### config.mk
export PLATFORM = sky130hd
export DESIGN_NAME = stable_priority_queue_top
export DESIGN_NICKNAME = d
export VERILOG_FILES = /design/src/spq_pkg.sv /design/src/spq_cell.sv /design/src/stable_priority_queue_top.sv
export SDC_FILE = /design/constraint.sdc
export NUM_CORES = 2
export LEC_CHECK = 0
export ABC_CLOCK_PERIOD_IN_PS = 11900
export BUFFER_PORTS_ARGS = -buffer_cell sky130_fd_sc_hd__buf_4
export CORE_MARGIN = 2
export CORE_UTILIZATION = 50
export DETAILED_ROUTE_END_ITERATION = 8
export PLACE_DENSITY_LB_ADDON = 0.3
export SETUP_SLACK_MARGIN = 0.05
export SKIP_LAST_GASP = 1
export SYNTH_ARGS = -nofsm -noshare
export SYNTH_HDL_FRONTEND = slang
export SYNTH_SLANG_ARGS = --single-unit
### constraint.sdc
create_clock -name clock -period 11.9 [get_ports clock]
set_clock_uncertainty 0.2 [all_clocks]
set_input_delay 1.785 -clock clock [delete_from_list [all_inputs] [get_ports clock]]
set_output_delay 1.785 -clock clock [all_outputs]
set_load 0.02 [all_outputs]
### src/spq_pkg.sv
`default_nettype none

package spq_pkg;

   // Default number of entries held by the queue.
   localparam int SPQ_DEPTH = 16;

   typedef enum logic [1:0] {
      ACT_ENQUEUE = 2'd0,
      ACT_DEQUEUE = 2'd1,
      ACT_CLEAR   = 2'd2,
      ACT_SPARE   = 2'd3
   } action_type;

   typedef enum logic [2:0] {
      ST_ENQUEUED = 3'd0,
      ST_DEQUEUED = 3'd1,
      ST_EMPTY    = 3'd2,
      ST_FULL     = 3'd3,
      ST_CLEARED  = 3'd4
   } status_type;

   // Command broadcast to every cell of the chain in the same cycle.
   typedef struct packed {
      logic               enq;
      logic               deq;
      logic               clr;
      logic signed [31:0] data;
      logic signed [31:0] prio;
   } cmd_type;

   // What a cell shows its neighbors.
   typedef struct packed {
      logic               valid;
      logic               keep;
      logic signed [31:0] data;
      logic signed [31:0] prio;
   } link_type;

endpackage

`default_nettype wire

### src/spq_cell.sv
`default_nettype none

module spq_cell (
   input  wire logic              clock,
   input  wire logic              reset,
   input  wire spq_pkg::cmd_type  cmd,
   input  wire spq_pkg::link_type left_link,
   input  wire spq_pkg::link_type right_link,
   output spq_pkg::link_type      link
);
   import spq_pkg::*;

   logic               valid_ff, valid_in;
   logic signed [31:0] data_ff, data_in;
   logic signed [31:0] prio_ff, prio_in;
   logic               keep;

   // An occupied cell with priority greater than or equal to the new word stays put.
   assign keep = valid_ff & (prio_ff >= cmd.prio);

   always_comb begin
      valid_in = valid_ff;
      data_in  = data_ff;
      prio_in  = prio_ff;
      if (cmd.clr) begin
         valid_in = 1'b0;
      end else if (cmd.deq) begin
         valid_in = right_link.valid;
         data_in  = right_link.data;
         prio_in  = right_link.prio;
      end else if (cmd.enq && !keep) begin
         if (left_link.keep) begin
            valid_in = 1'b1;
            data_in  = cmd.data;
            prio_in  = cmd.prio;
         end else begin
            valid_in = left_link.valid;
            data_in  = left_link.data;
            prio_in  = left_link.prio;
         end
      end
   end

   always_ff @(posedge clock) begin
      if (reset) begin
         valid_ff <= 1'b0;
      end else begin
         valid_ff <= valid_in;
      end
      data_ff <= data_in;
      prio_ff <= prio_in;
   end

   assign link.valid = valid_ff;
   assign link.keep  = keep;
   assign link.data  = data_ff;
   assign link.prio  = prio_ff;

endmodule

`default_nettype wire

### src/stable_priority_queue_top.sv
`default_nettype none

// Bounded priority queue, highest priority first, first-in first-out among
// equal priorities. Each transaction on the req_ channel is an enqueue, a
// dequeue or a clear, and each produces exactly one transaction on the rsp_
// channel carrying a status, the removed data word for a successful dequeue
// (zero otherwise) and a flag telling whether the queue is empty afterwards.
// The store is a row of DEPTH identical cells, slot 0 being the head; every
// cell compares its own priority with the incoming one and, in the same
// cycle, either holds, takes the new word or takes its neighbor's entry.
// One transaction is accepted per cycle whenever the result register is
// empty or being drained; the result is registered and appears in the cycle
// after acceptance. An enqueue into a full queue is rejected with the full
// status and leaves the contents untouched.
module stable_priority_queue_top #(
   parameter int DEPTH = spq_pkg::SPQ_DEPTH
) (
   input  wire logic               clock,
   input  wire logic               reset,
   input  wire logic               req_valid,
   output logic                    req_ready,
   input  wire logic [1:0]         req_action,
   input  wire logic signed [31:0] req_data_in,
   input  wire logic signed [31:0] req_priority_in,
   output logic                    rsp_valid,
   input  wire logic               rsp_ready,
   output logic [2:0]              rsp_status,
   output logic signed [31:0]      rsp_data_out,
   output logic                    rsp_queue_empty
);
   import spq_pkg::*;

   link_type             links [DEPTH];
   logic [DEPTH-1:0]     occupied;
   cmd_type              cmd;
   logic                 accept;
   logic                 full;
   action_type           action;

   logic                 rsp_valid_ff, rsp_valid_in;
   status_type           status_ff, status_in;
   logic signed [31:0]   data_out_ff, data_out_in;
   logic                 empty_ff, empty_in;

   // The result register frees up as soon as the downstream side takes it.
   assign req_ready = !rsp_valid_ff || rsp_ready;
   assign accept    = req_valid && req_ready;
   assign action    = action_type'(req_action);
   assign full      = occupied[DEPTH-1];

   // Only commands that really change the store reach the cells.
   always_comb begin
      cmd.enq  = accept && (action == ACT_ENQUEUE) && !full;
      cmd.deq  = accept && (action == ACT_DEQUEUE) && occupied[0];
      cmd.clr  = accept && (action != ACT_ENQUEUE) && (action != ACT_DEQUEUE);
      cmd.data = req_data_in;
      cmd.prio = req_priority_in;
   end

   genvar i;
   generate
      for (i = 0; i < DEPTH; i++) begin : g_cell
         link_type left_link;
         link_type right_link;
         if (i == 0) begin : g_head
            // The head sees a virtual neighbor that always holds its place.
            assign left_link = '{valid: 1'b0, keep: 1'b1, data: '0, prio: '0};
         end else begin : g_body
            assign left_link = links[i-1];
         end
         if (i == DEPTH - 1) begin : g_tail
            assign right_link = '{valid: 1'b0, keep: 1'b0, data: '0, prio: '0};
         end else begin : g_inner
            assign right_link = links[i+1];
         end
         spq_cell u_cell (
            .clock      (clock),
            .reset      (reset),
            .cmd        (cmd),
            .left_link  (left_link),
            .right_link (right_link),
            .link       (links[i])
         );
         assign occupied[i] = links[i].valid;
      end
   endgenerate

   // Result of the accepted transaction, computed from the store before it moves.
   always_comb begin
      rsp_valid_in = rsp_valid_ff;
      status_in    = status_ff;
      data_out_in  = data_out_ff;
      empty_in     = empty_ff;
      if (rsp_valid_ff && rsp_ready) begin
         rsp_valid_in = 1'b0;
      end
      if (accept) begin
         rsp_valid_in = 1'b1;
         data_out_in  = '0;
         unique case (action)
            ACT_ENQUEUE: begin
               status_in = full ? ST_FULL : ST_ENQUEUED;
               empty_in  = 1'b0;
            end
            ACT_DEQUEUE: begin
               if (occupied[0]) begin
                  status_in   = ST_DEQUEUED;
                  data_out_in = links[0].data;
                  empty_in    = !occupied[1];
               end else begin
                  status_in = ST_EMPTY;
                  empty_in  = 1'b1;
               end
            end
            default: begin
               status_in = ST_CLEARED;
               empty_in  = 1'b1;
            end
         endcase
      end
   end

   always_ff @(posedge clock) begin
      if (reset) begin
         rsp_valid_ff <= 1'b0;
      end else begin
         rsp_valid_ff <= rsp_valid_in;
      end
      status_ff   <= status_in;
      data_out_ff <= data_out_in;
      empty_ff    <= empty_in;
   end

   assign rsp_valid       = rsp_valid_ff;
   assign rsp_status      = status_ff;
   assign rsp_data_out    = data_out_ff;
   assign rsp_queue_empty = empty_ff;

   // Occupied cells always form an unbroken run starting at the head.
   assert property (@(posedge clock) disable iff (reset)
      ((occupied + DEPTH'(1)) & occupied) == '0)
      else $error("occupied cells are not contiguous from the head");

   // A successful enqueue leaves the head occupied.
   assert property (@(posedge clock) disable iff (reset)
      cmd.enq |=> occupied[0])
      else $error("head empty after enqueue");

   // The empty flag of a result agrees with the store once it has settled.
   assert property (@(posedge clock) disable iff (reset)
      accept |=> (empty_ff == !occupied[0]))
      else $error("queue_empty disagrees with the store");

   // Data is only reported for a successful dequeue.
   assert property (@(posedge clock) disable iff (reset)
      (rsp_valid_ff && (status_ff != ST_DEQUEUED)) |-> (data_out_ff == '0))
      else $error("nonzero data on a result that is not a dequeue");

endmodule

`default_nettype wire

==> key figures <==
Drt
  – DR iter-0 viols: approximately 7,600
  – Drt drc: 0
  – Post-route ant nets: 0
  – Via count: 53,523
  – Wire per inst: between 20 and 30 um
  – Total routed wirelength: between 200,000 and 250,000 um
  – First-pass DRT Iterations: 6
  – Vias/cell: between 6 and 7

CTS
  – CTS tree: built
  – Post CTS Setup Buffer Count: 0
  – Root Driver: clkbuf_16
  – Post-cts resize count: 0
  – Num CTS Buffers: between 100 and 150
  – CTS sink cnt: between 1,000 and 1,500
  – Clock slew at reported path FFs: 60 ps
  – H-tree levels: 3
  – CTS Buffer Depth: 3
  – Clock Latency Late Sink: between 700 and 800 ps
  – Cts hold-fix bufs: 0

Outcome
  – Status: completed

Run
  – Max-cap violations: 0

Timing
  – Least-Margin Pin Slew: ~1200 ps
  – # setup viols final: 0
  – Max_slew headroom: 18.1%
  – Tmin final: between 6000 and 7000 ps
  – Setup TNS: 0 ps
  – RSZ-0062 raised after global routing: no
  – Slew Viols, Final: 0
  – Max frequency: 150 MHz
  – Final WS setup: around 5300 ps
  – Worst Hold Slack: about 320 ps
  – Final Hold Fails: 0
  – Fin crit share: approximately 56%

Synth
  – Cell accounting for the most synthesized area: edfxtp_1
  – Ys Warns: 0
  – Number of flops mapped to enable cells by yosys: ~1,100
  – Most frequent cell after synthesis: nand2_1
  – FFs w/ async S/R, synth: 0%
  – Post-synth top cells: nand2_1 (1,251), edfxtp_1 (1,060), ha_1 (480)
  – Synth top area share: 49.1%
  – Cell Area, Synth: between 60,000 and 70,000 um2
  – Syn Inst Count: around 6,200
  – Net Count, Synth: 6,746
  – Post-synthesis area per instance: 10.5 um2
  – Top_reg_cell synth: edfxtp_1
  – Cell variety after synth: 67
  – Largest cells by area after synthesis: edfxtp_1 (49%), ha_1 (9.3%), nand2_1 (7.2%)
  – Synthesized flop and latch total: ~1,100
  – Sequential area share after synthesis: 49.6%

GRT
  – Most Crowded Layer GR: met2
  – Met1 usage: 47.9%
  – Global Route met2 Usage: between 40% and 50%
  – Number of global-route vias before repair: approximately 50,000
  – Largest net degree at the start of global routing: roughly 190
  – Gr ovfl total: 0
  – Total GRT Usage: 33.3%
  – Met3 Use GR: roughly 6.2%
  – First-pass GRT wire length: ~330,000 um
  – Initial antenna violation count: 5

Critical path
  – Critical path origin: req_priority_in[31]
  – Worst reg2reg path depth: 9
  – Slowest stage cell, crit path: buf_4
  – Crit path capture type: flip-flop
  – CP most frequent cell: buf_4
  – Crit path DAT: between 6000 and 7000 ps
  – Data required time of the worst path: 12,060 ps
  – Worst r2r src: g_cell[5].u_cell.prio_ff[31]$_DFFE_PP_
  – Worst setup SP type: input pin
  – Setup slack on the worst flop-to-flop path: roughly 6400 ps
  – Critical path capture point: g_cell[5].u_cell.data_ff[1]$_DFFE_PP_
  – Worst Path Max Fanout: 52
  – Setup CP Type: input pin to flip-flop
  – Worst path cell trace: buf_4 -> inv_1 -> ha_1 -> nand4_1 -> or3_1 -> o32ai_1 -> or4_4 -> and2_4 -> nand3_1 -> nand2_4 -> buf_4
  – RR Endpoint: g_cell[5].u_cell.data_ff[1]$_DFFE_PP_
  – Worst path max stage delay: just under 1000 ps

Die
  – Die area: ~130,000 um2
  – Io pins: 108
  – Die Width: around 360 um
  – CORE AREA: 129,000 um2
  – Starting Density: 50.2%
  – # rows: roughly 130
  – Die H: approximately 360 um

Pwr
  – Final total power: between 9 and 10 mW
  – Pwr dens: ~130 nW/um2
  – LEAKAGE: 26.1 nW
  – VDD IR max: approximately 0.00012 V

Placed design
  – Placed Cells: approximately 7,700
  – Routability cong.: 0.970
  – DP Worst Slack: between 4000 and 5000 ps
  – PortBufs: 107
  – Detailed placement HPWL: roughly 140,000 um

Layout
  – Area grow syn2layout: 8.78%
  – Layout fillers: 11,256
  – Cell Count, Final, Fillers Out: 7,889
  – Nets: around 6,600
  – Share of cells above drive strength 1: 9.65%

Worst hold path
  – Worst hold path class: flip-flop to flip-flop
  – Worst Hold Path Cells: 2
## layout make-up
type	instances	area, um2	share of cell area [%]
antenna	3	7.51	0.0106
clock buffer	147	3080	4.37
clock inverter	73	632	0.896
inverter	67	251	0.356
multi-input combinational	4586	30700	43.5
sequential	1077	32200	45.6
tap	1742	2180	3.09
timing repair buffer	194	1540	2.19
## report_power, final
group / switching [mW] / leakage (nW) / internal (mW)
Sequential: 0.0996 / 9.89 / 4.33
Clock: 1.66 / 1.80 / 2.01
Combinational: 0.651 / 14.4 / 0.312
Total: 2.41 / 26.1 / 6.65
## logic make-up (layout without fill, tap and decap cells)
logic type | count (synthesis) | count (layout) | synth area share [%]
AND/OR/NAND/NOR | 2298 | 2298 | 15.8
AO/OA/AOI/OAI | 1551 | 1551 | 17.7
flip-flops | 1077 | 1077 | 49.6
buffers and inverters | 533 | 481 | 3.70
adder cells (fa/ha/maj) | 480 | 480 | 9.26
multiplexers | 257 | 257 | 3.97
other | 0 | 3 | 0
## how the worst min path moves through the flow
stage	from	endpoint	slack, ps
3_3_place_gp	g_cell[15].u_cell.prio_ff[26]$_SDFFCE_PP0P_	g_cell[14].u_cell.prio_ff[26]$_DFFE_PP_	300
2_1_floorplan	g_cell[6].u_cell.valid_ff$_SDFFE_PP0P_	g_cell[7].u_cell.valid_ff$_SDFFE_PP0P_	270
5_1_grt	g_cell[15].u_cell.prio_ff[30]$_SDFFCE_PP0P_	g_cell[14].u_cell.prio_ff[30]$_DFFE_PP_	340
3_5_place_dp	g_cell[15].u_cell.prio_ff[31]$_SDFFCE_PP0P_	g_cell[14].u_cell.prio_ff[31]$_DFFE_PP_	310
6_report	g_cell[15].u_cell.prio_ff[31]$_SDFFCE_PP0P_	g_cell[14].u_cell.prio_ff[31]$_DFFE_PP_	320
4_1_cts	g_cell[15].u_cell.prio_ff[31]$_SDFFCE_PP0P_	g_cell[14].u_cell.prio_ff[31]$_DFFE_PP_	320
## worst max-delay path, delay by kind of cell
kind	cells	cell delay (ps)
AND/OR/NAND/NOR	6	2530
buffers and inverters	3	1650
AO/OA/AOI/OAI	1	370
adder cells (fa/ha/maj)	1	310
## cell usage in the layout (no fill, tap or decap), drive strengths merged, types with 15 or more instances in the layout
master / synthesis / routed
a21o: 86 / 86
a21oi: 243 / 243
a221o: 198 / 198
a22oi: 65 / 65
a31oi: 21 / 21
a41oi: 68 / 68
and2: 66 / 66
buf: 176 / 194
clkbuf: 290 / 147
clkinv: 0 / 58
dfxtp: 17 / 17
edfxtp: 1060 / 1060
ha: 480 / 480
inv: 67 / 69
mux2i: 257 / 257
nand2: 1251 / 1251
nand3: 481 / 481
nand4: 85 / 85
nor2: 261 / 261
nor3: 88 / 88
nor4: 15 / 15
o211ai: 448 / 448
o21ai: 336 / 336
o221ai: 17 / 17
## sequential cells by signal, summed over array words and instances (netlist names)
name	cells
g_cell.u_cell.data_ff	512
g_cell.u_cell.prio_ff	512
rsp_data_out	32
g_cell.u_cell.valid_ff	16
rsp_status	3
rsp_queue_empty	1
rsp_valid	1
## through the flow
step	utilization, %	instance area (um2)
after CTS	54.6	70500
after detailed placement	51.7	66800
final	54.6	70600
after floorplan	-	64900
after global routing	54.6	70600
after global placement	51.7	66800
## per-layer routing
layer,up-vias,wire [um]
li1,23402,-
met1,26167,93100
met2,3467,97600
met3,485,25500
met4,2,9490
met5,-,15
(Power assumes the default switching activity.)
